$ cat src/rtl/chs_pkg.sv
`timescale 1ns / 1ps
// ----------------------------------------------------------------------------
// chs_pkg
// Types and constants shared by the chained hash identifier set.
// ----------------------------------------------------------------------------
package chs_pkg;

  localparam int ID_W     = 32;
  localparam int ACTION_W = 2;
  localparam int STATUS_W = 2;
  localparam int HANDLE_W = 8;

  // The remainder unit takes this many steps to form the bucket index.
  localparam int MOD_STEPS = 4;
  localparam int MOD_CNT_W = $clog2(MOD_STEPS);

  localparam logic [STATUS_W-1:0] ST_OK      = 2'd0;
  localparam logic [STATUS_W-1:0] ST_PRESENT = 2'd1;
  localparam logic [STATUS_W-1:0] ST_FULL    = 2'd2;
  localparam logic [STATUS_W-1:0] ST_ABSENT  = 2'd3;

  typedef enum logic [ACTION_W-1:0] {
    ACT_ADD    = 2'd0,
    ACT_REMOVE = 2'd1,
    ACT_LOOKUP = 2'd2
  } act_t;

  typedef enum logic [2:0] {
    S_CLEAR,
    S_IDLE,
    S_MOD,
    S_HEAD,
    S_LOAD,
    S_FETCH,
    S_CMP,
    S_DONE
  } state_t;

  typedef enum logic [2:0] {
    RES_MISS,
    RES_ADDED,
    RES_PRESENT,
    RES_FULL,
    RES_HIT,
    RES_REMOVED
  } res_t;

  typedef struct packed {
    logic clr_step;
    logic load_in;
    logic mod_step;
    logic load_head;
    logic advance;
    logic alloc;
    logic unlink;
    logic res_load;
    res_t res_sel;
    logic out_load;
  } cmd_t;

  typedef struct packed {
    logic clear_done;
    logic mod_done;
    logic cur_nil;
    logic match;
    logic pool_empty;
    logic out_full;
    act_t act;
  } sts_t;

endpackage

$ cat src/rtl/chs_ctrl.sv
`timescale 1ns / 1ps
// ----------------------------------------------------------------------------
// chs_ctrl
// Controller that sequences the clearing pass, remainder, chain walk and update.
// ----------------------------------------------------------------------------
module chs_ctrl (
  input  logic          clk,
  input  logic          rst,
  input  logic          in_valid,
  output logic          in_stall,
  input  chs_pkg::sts_t sts,
  output chs_pkg::cmd_t cmd
);

  import chs_pkg::*;

  state_t state;
  state_t state_next;

  always_ff @(posedge clk) begin
    if (rst) begin
      state <= S_CLEAR;
    end else begin
      state <= state_next;
    end
  end

  always_comb begin
    state_next = state;
    cmd        = '0;
    in_stall   = 1'b1;
    case (state)
      S_CLEAR: begin
        cmd.clr_step = 1'b1;
        if (sts.clear_done) begin
          state_next = S_IDLE;
        end
      end
      S_IDLE: begin
        in_stall = 1'b0;
        if (in_valid) begin
          cmd.load_in = 1'b1;
          state_next  = S_MOD;
        end
      end
      S_MOD: begin
        cmd.mod_step = 1'b1;
        if (sts.mod_done) begin
          state_next = S_HEAD;
        end
      end
      S_HEAD: begin
        // The bucket head read is in flight.
        state_next = S_LOAD;
      end
      S_LOAD: begin
        cmd.load_head = 1'b1;
        state_next    = S_FETCH;
      end
      S_FETCH: begin
        if (sts.cur_nil) begin
          cmd.res_load = 1'b1;
          state_next   = S_DONE;
          if (sts.act == ACT_ADD) begin
            if (sts.pool_empty) begin
              cmd.res_sel = RES_FULL;
            end else begin
              cmd.alloc   = 1'b1;
              cmd.res_sel = RES_ADDED;
            end
          end else begin
            cmd.res_sel = RES_MISS;
          end
        end else begin
          state_next = S_CMP;
        end
      end
      S_CMP: begin
        if (sts.match) begin
          cmd.res_load = 1'b1;
          state_next   = S_DONE;
          case (sts.act)
            ACT_ADD:    cmd.res_sel = RES_PRESENT;
            ACT_LOOKUP: cmd.res_sel = RES_HIT;
            ACT_REMOVE: begin
              cmd.unlink  = 1'b1;
              cmd.res_sel = RES_REMOVED;
            end
            default:    cmd.res_sel = RES_MISS;
          endcase
        end else begin
          cmd.advance = 1'b1;
          state_next  = S_FETCH;
        end
      end
      S_DONE: begin
        if (!sts.out_full) begin
          cmd.out_load = 1'b1;
          state_next   = S_IDLE;
        end
      end
      default: begin
        state_next = S_IDLE;
      end
    endcase
  end

endmodule

$ cat config.mk
export PLATFORM = sky130hd
export DESIGN_NAME = chs_ctrl
export DESIGN_NICKNAME = d
export VERILOG_FILES = /design/src/rtl/chs_pkg.sv /design/src/rtl/chs_ctrl.sv
export SDC_FILE = /design/constraint.sdc
export NUM_CORES = 1
export LEC_CHECK = 0
export BUFFER_PORTS_ARGS = -buffer_cell sky130_fd_sc_hd__buf_2
export CAP_MARGIN = 20
export CORE_AREA = 2 2 39 41
export DETAILED_ROUTE_END_ITERATION = 12
export DIE_AREA = 0 0 41 43
export MAX_ROUTING_LAYER = met4
export PLACE_DENSITY_LB_ADDON = 0.08
export SKIP_LAST_GASP = 1
export SLEW_MARGIN = 30
export SYNTH_ARGS = -nofsm -noshare
export SYNTH_HDL_FRONTEND = slang
export SYNTH_SLANG_ARGS = --single-unit
$ cat constraint.sdc
create_clock -name clk -period 1.4 [get_ports clk]
set_input_delay 0.07 -clock clk [delete_from_list [all_inputs] [get_ports clk]]
set_output_delay 0.07 -clock clk [all_outputs]
set_load 0.02 [all_outputs]
== Word-level counts from Yosys, hierarchy flattened ==
Cells that the tools add are included.
Storage, ports and cells
  register bits after elaboration: 3
  bits in latches: 0
  bits in writable memories: 0
  bits in read-only memories: 0
  input bits: 11
  output and inout port bits: 13
  word-level logic and storage cells: 46
  memories kept: 0
Cells by class
  $add $sub $neg: 0
  multiply operators: 0
  divide/modulo/power cells: 0
  magnitude comparators: 0
  equal/unequal tests: 13
  shift-type cells: 0
  muxes and demuxes: 29
  bitwise gates (word level): 0
  reduce and logical (&&, ||, !) cells: 3
Operators by type and width (number)
  3-bit case mux with 8 select lines: 1
  1-bit 2-to-1 mux: 17
  3-bit 2-to-1 mux: 5
  3-bit == test (second input constant): 4
  3-bit case mux with 3 select lines: 1
  2-bit != test (second input constant): 4
  4-bit case mux with 2 select lines: 1
  3-bit by 2-bit == test with 1-bit output (second input constant): 2
  5-bit 2-to-1 mux: 1
  2-bit 2-to-1 mux: 2
  4-bit 2-to-1 mux: 1
  4-bit AND reduction: 1
  3-bit by 1-bit == test with 1-bit output (second input constant): 1
  3-bit zero test: 1
  2-bit by 1-bit == test with 1-bit output (second input constant): 1
  2-bit == test (second input constant): 1
  2-bit zero test: 1

== Logic depth before layout (Yosys ltp) ==
  depth after elaboration: 4
  depth in mapped cells: 5
  gate-level depth less buffers: 5

== Least setup slack after synthesis ==
OpenSTA, ideal clock, no wires.
  kind: reg-to-output
  from: register state[1]
  to: output port cmd[7] (netlist name)
  arrival time: 1.319 ns
  required time: 1.330 ns
  setup slack: 0.011 ns
  cell stages (with the launch flop): 4
  path buffers: 1
  cells stage by stage: dfxtp_1 buf_2 inv_2 nor4b_1
RTL lines
  start, declared: RTL line chs_ctrl.sv:17  | state_t state;
  start signal, assigned: RTL line chs_ctrl.sv:24  | state <= state_next;
  end, declared: RTL line chs_ctrl.sv:12  | output chs_pkg::cmd_t cmd

==> impl_results.md <==
* Status: finished, final reports clean
* H-tree depth at 1
* Most flops, register: state
* Vias at 400
* DIE HEIGHT at 43 um
* Hold crit path type: input port to flip-flop
* Number of fill cells in the layout at 161
* Final Core Density at 38.07%
* Synth Flop Type: dfxtp_1
* First-pass GRT wire length at 1.276 mm
* CP arrival at 1.30 ns
* Die X at 41 um
* Critical-path maximum fanout at 3
* Yosys reg bits at 3
* Area Overhead vs Synth at 55.35%
* Max Fclk at 0.7281 GHz
* Clock-pin slew on the worst setup and hold paths at around 0.04 ns
* Clock root buffer: clkbuf_4
* Clock Skew at a little over 0.002 ns
* Clk sinks at 3
* Initial cell density of the core at about a quarter
* Largest cells by area after synthesis: dfxtp_1 (18%), ha_1 (7.4%), nand2_1 (6.6%), nor2_1 (5.5%), nor3_1 (4.4%)
* Ys Warns at 0
* Largest delay contributor family on the critical path: simple AND/OR/NAND/NOR gates
* Post-synth EDFFs at 0
* Leak at about 0.28 nW
* Most common cell in the netlist: nand2_1
* Post-DP HPWL at 652.1 um
* Number of DRC markers in iteration 0 at 5
* Post-Synthesis Cells at 47
* Worst Tran Pin Value at roughly 0.28 ns
* Vias in the first global route at 320
* CTS tree: built
* Synth top area share at 17.71%
* Final global-route overflow total at 0
* Routed len/inst at 9.156 um
* Tcrit/Tclk final at 98.10%
* Worst setup startpoint: state[1]
* Hold path start: rst
* Core area at 0.001384 mm^2
* Register area share after synthesis at 17.71%
* Async set-reset flop share out of synthesis at 0%
* CP max stage delay at ~0.37 ns
* Crit path kind: flip-flop to output port
* Max Slew Vio Count at 0
* Commonest cells post-synth: nand2_1 (6), nor2_1 (5), inv_1 (4), dfxtp_1 (3), nor3_1 (3)
* IO Port Bufs at 23
* First-pass DRT Iterations at 2
* CP Buf/Inv Count at 1
* Total power at 0.3871 mW
* Multi-input combinational cell area at between 200 and 250 um^2
* Worst setup EP type: output port
* All-Layer GR Usage at 10.47%
* Clk buf depth at 2
* Io pins at 24
* Worst vdd ir at 0.8048 mV
* Antenna cells at 0
* Setup crit start kind: flip-flop
* Syn avg cell area at 7.214 um^2
* Max-cap violation count at 0
* Area leader, netlist: dfxtp_1
* Initial antenna violation count at 0
* R2R Path Start: state[0]
* Biggest regs: state (3)
* Routed Antenna Nets at 0
* Share of cells above drive strength 1 at 51.35%
* Unique cell type count in the Yosys netlist at 25
* Final Hold Viols at 0
* Crit path max-delay cell type: or3_4
* Synth Net Count at 60
* Post-Syn Area at 339.1 um^2
* Setup TNS at 0 ns
* Nets at 88
* Clock latency on the worst-skew pair at 0.23 ns
* CTS Hold Bufs at 0
* Routability cong. at 0.6308
* Storage element area at 61.31 um^2
* Number of CTS-inserted buffers at 3
* Critical Path, Cell by Cell: nand2b_4 -> or3_4 -> o21ai_2 -> buf_6
* Required @ worst endpoint at roughly 1.3 ns
* Pwr/cell area at between 700 and 800 mW/mm^2
* Final setup fails at 0
* Largest register FFs at 3
* Fin Hold WS at 0.05203 ns
* Rel. slew slack at 81.09%
* Unrepaired setup endpoints after global routing: yes
* Minimum clock period at around 1.4 ns
* Post-CTS repair timing setup buffer count at 0
* Pin count of the biggest net entering global routing at 14
* Vias per cell at about 4.4
* FP Rows at 14
* Drt total wl at 824 um
* Die area at 0.001763 mm^2
* DR DRC count at 0
## per-layer routing
layer / vias to the layer above / routed length (um) / track usage (%)
met2: 16 / 349 / 13.44
met4: 0 / 0 / 2.000
met3: 0 / 68 / 4.712
li1: 214 / - / -
met5: - / 0 / -
met1: 170 / 406 / 15.02
## worst paths after layout
kind,to,slack [ns],cells past startpoint
setup / recovery,cmd[2],0.03,4
hold / removal,state[0],0.05,2
setup reg to reg,state[1],0.23,3
hold reg to reg,state[1],0.66,3
## area by class of cell
| cell class | instances | share of cell area, % |
|---|---|---|
| repair buffers | 26 | 28.50 |
| clock buffers | 4 | 4.988 |
| inverters | 6 | 4.276 |
| flip-flops and latches | 3 | 11.64 |
| multi-input cells | 35 | 46.79 |
| well taps | 16 | 3.800 |
## placed cells by master (no fill, tap or decap), types with 3 or more instances in the layout
cell / count
buf_4: 3
nor2_1: 5
clkbuf_4: 3
inv_1: 4
buf_2: 21
nor3_1: 3
nand2_1: 6
## report_power, final
| group | leakage (nW) | switching (mW) | internal [mW] |
|---|---|---|---|
| registers | 0.0251 | 0.00683 | 0.0940 |
| logic | 0.241 | 0.0786 | 0.0597 |
| clock network | 0.0150 | 0.0414 | 0.107 |
## through the flow
step                instance area [um^2]  setup slack (ns)  cells
finish                             526.8           0.02662     90
global route                       526.8          -0.04688     90
CTS                                519.2          -0.01113     90
detailed placement                 479.2            0.2054     86
global placement                   479.2            0.2266     86
floorplan                          339.1           0.01123     47
## repair_timing
| item | in CTS | in global routing |
|---|---|---|
| endpoints found under the setup margin | 2 | 7 |
| endpoints found under the hold margin | 0 | 0 |
| resized for setup | 3 | 3 |
| pin swaps | 0 | 1 |
## kinds of logic (layout without fill, tap and decap cells)
| family | count (synthesis) | in the layout | share of synthesized area (%) |
|---|---|---|---|
| compound gates | 8 | 8 | 19.19 |
| mux | 1 | 1 | 2.952 |
| fa+ha+maj | 2 | 2 | 7.379 |
| flops | 3 | 3 | 17.71 |
| buf+inv | 9 | 36 | 11.81 |
| simple gates | 24 | 24 | 40.96 |
Power figures use the tool's default switching activity.
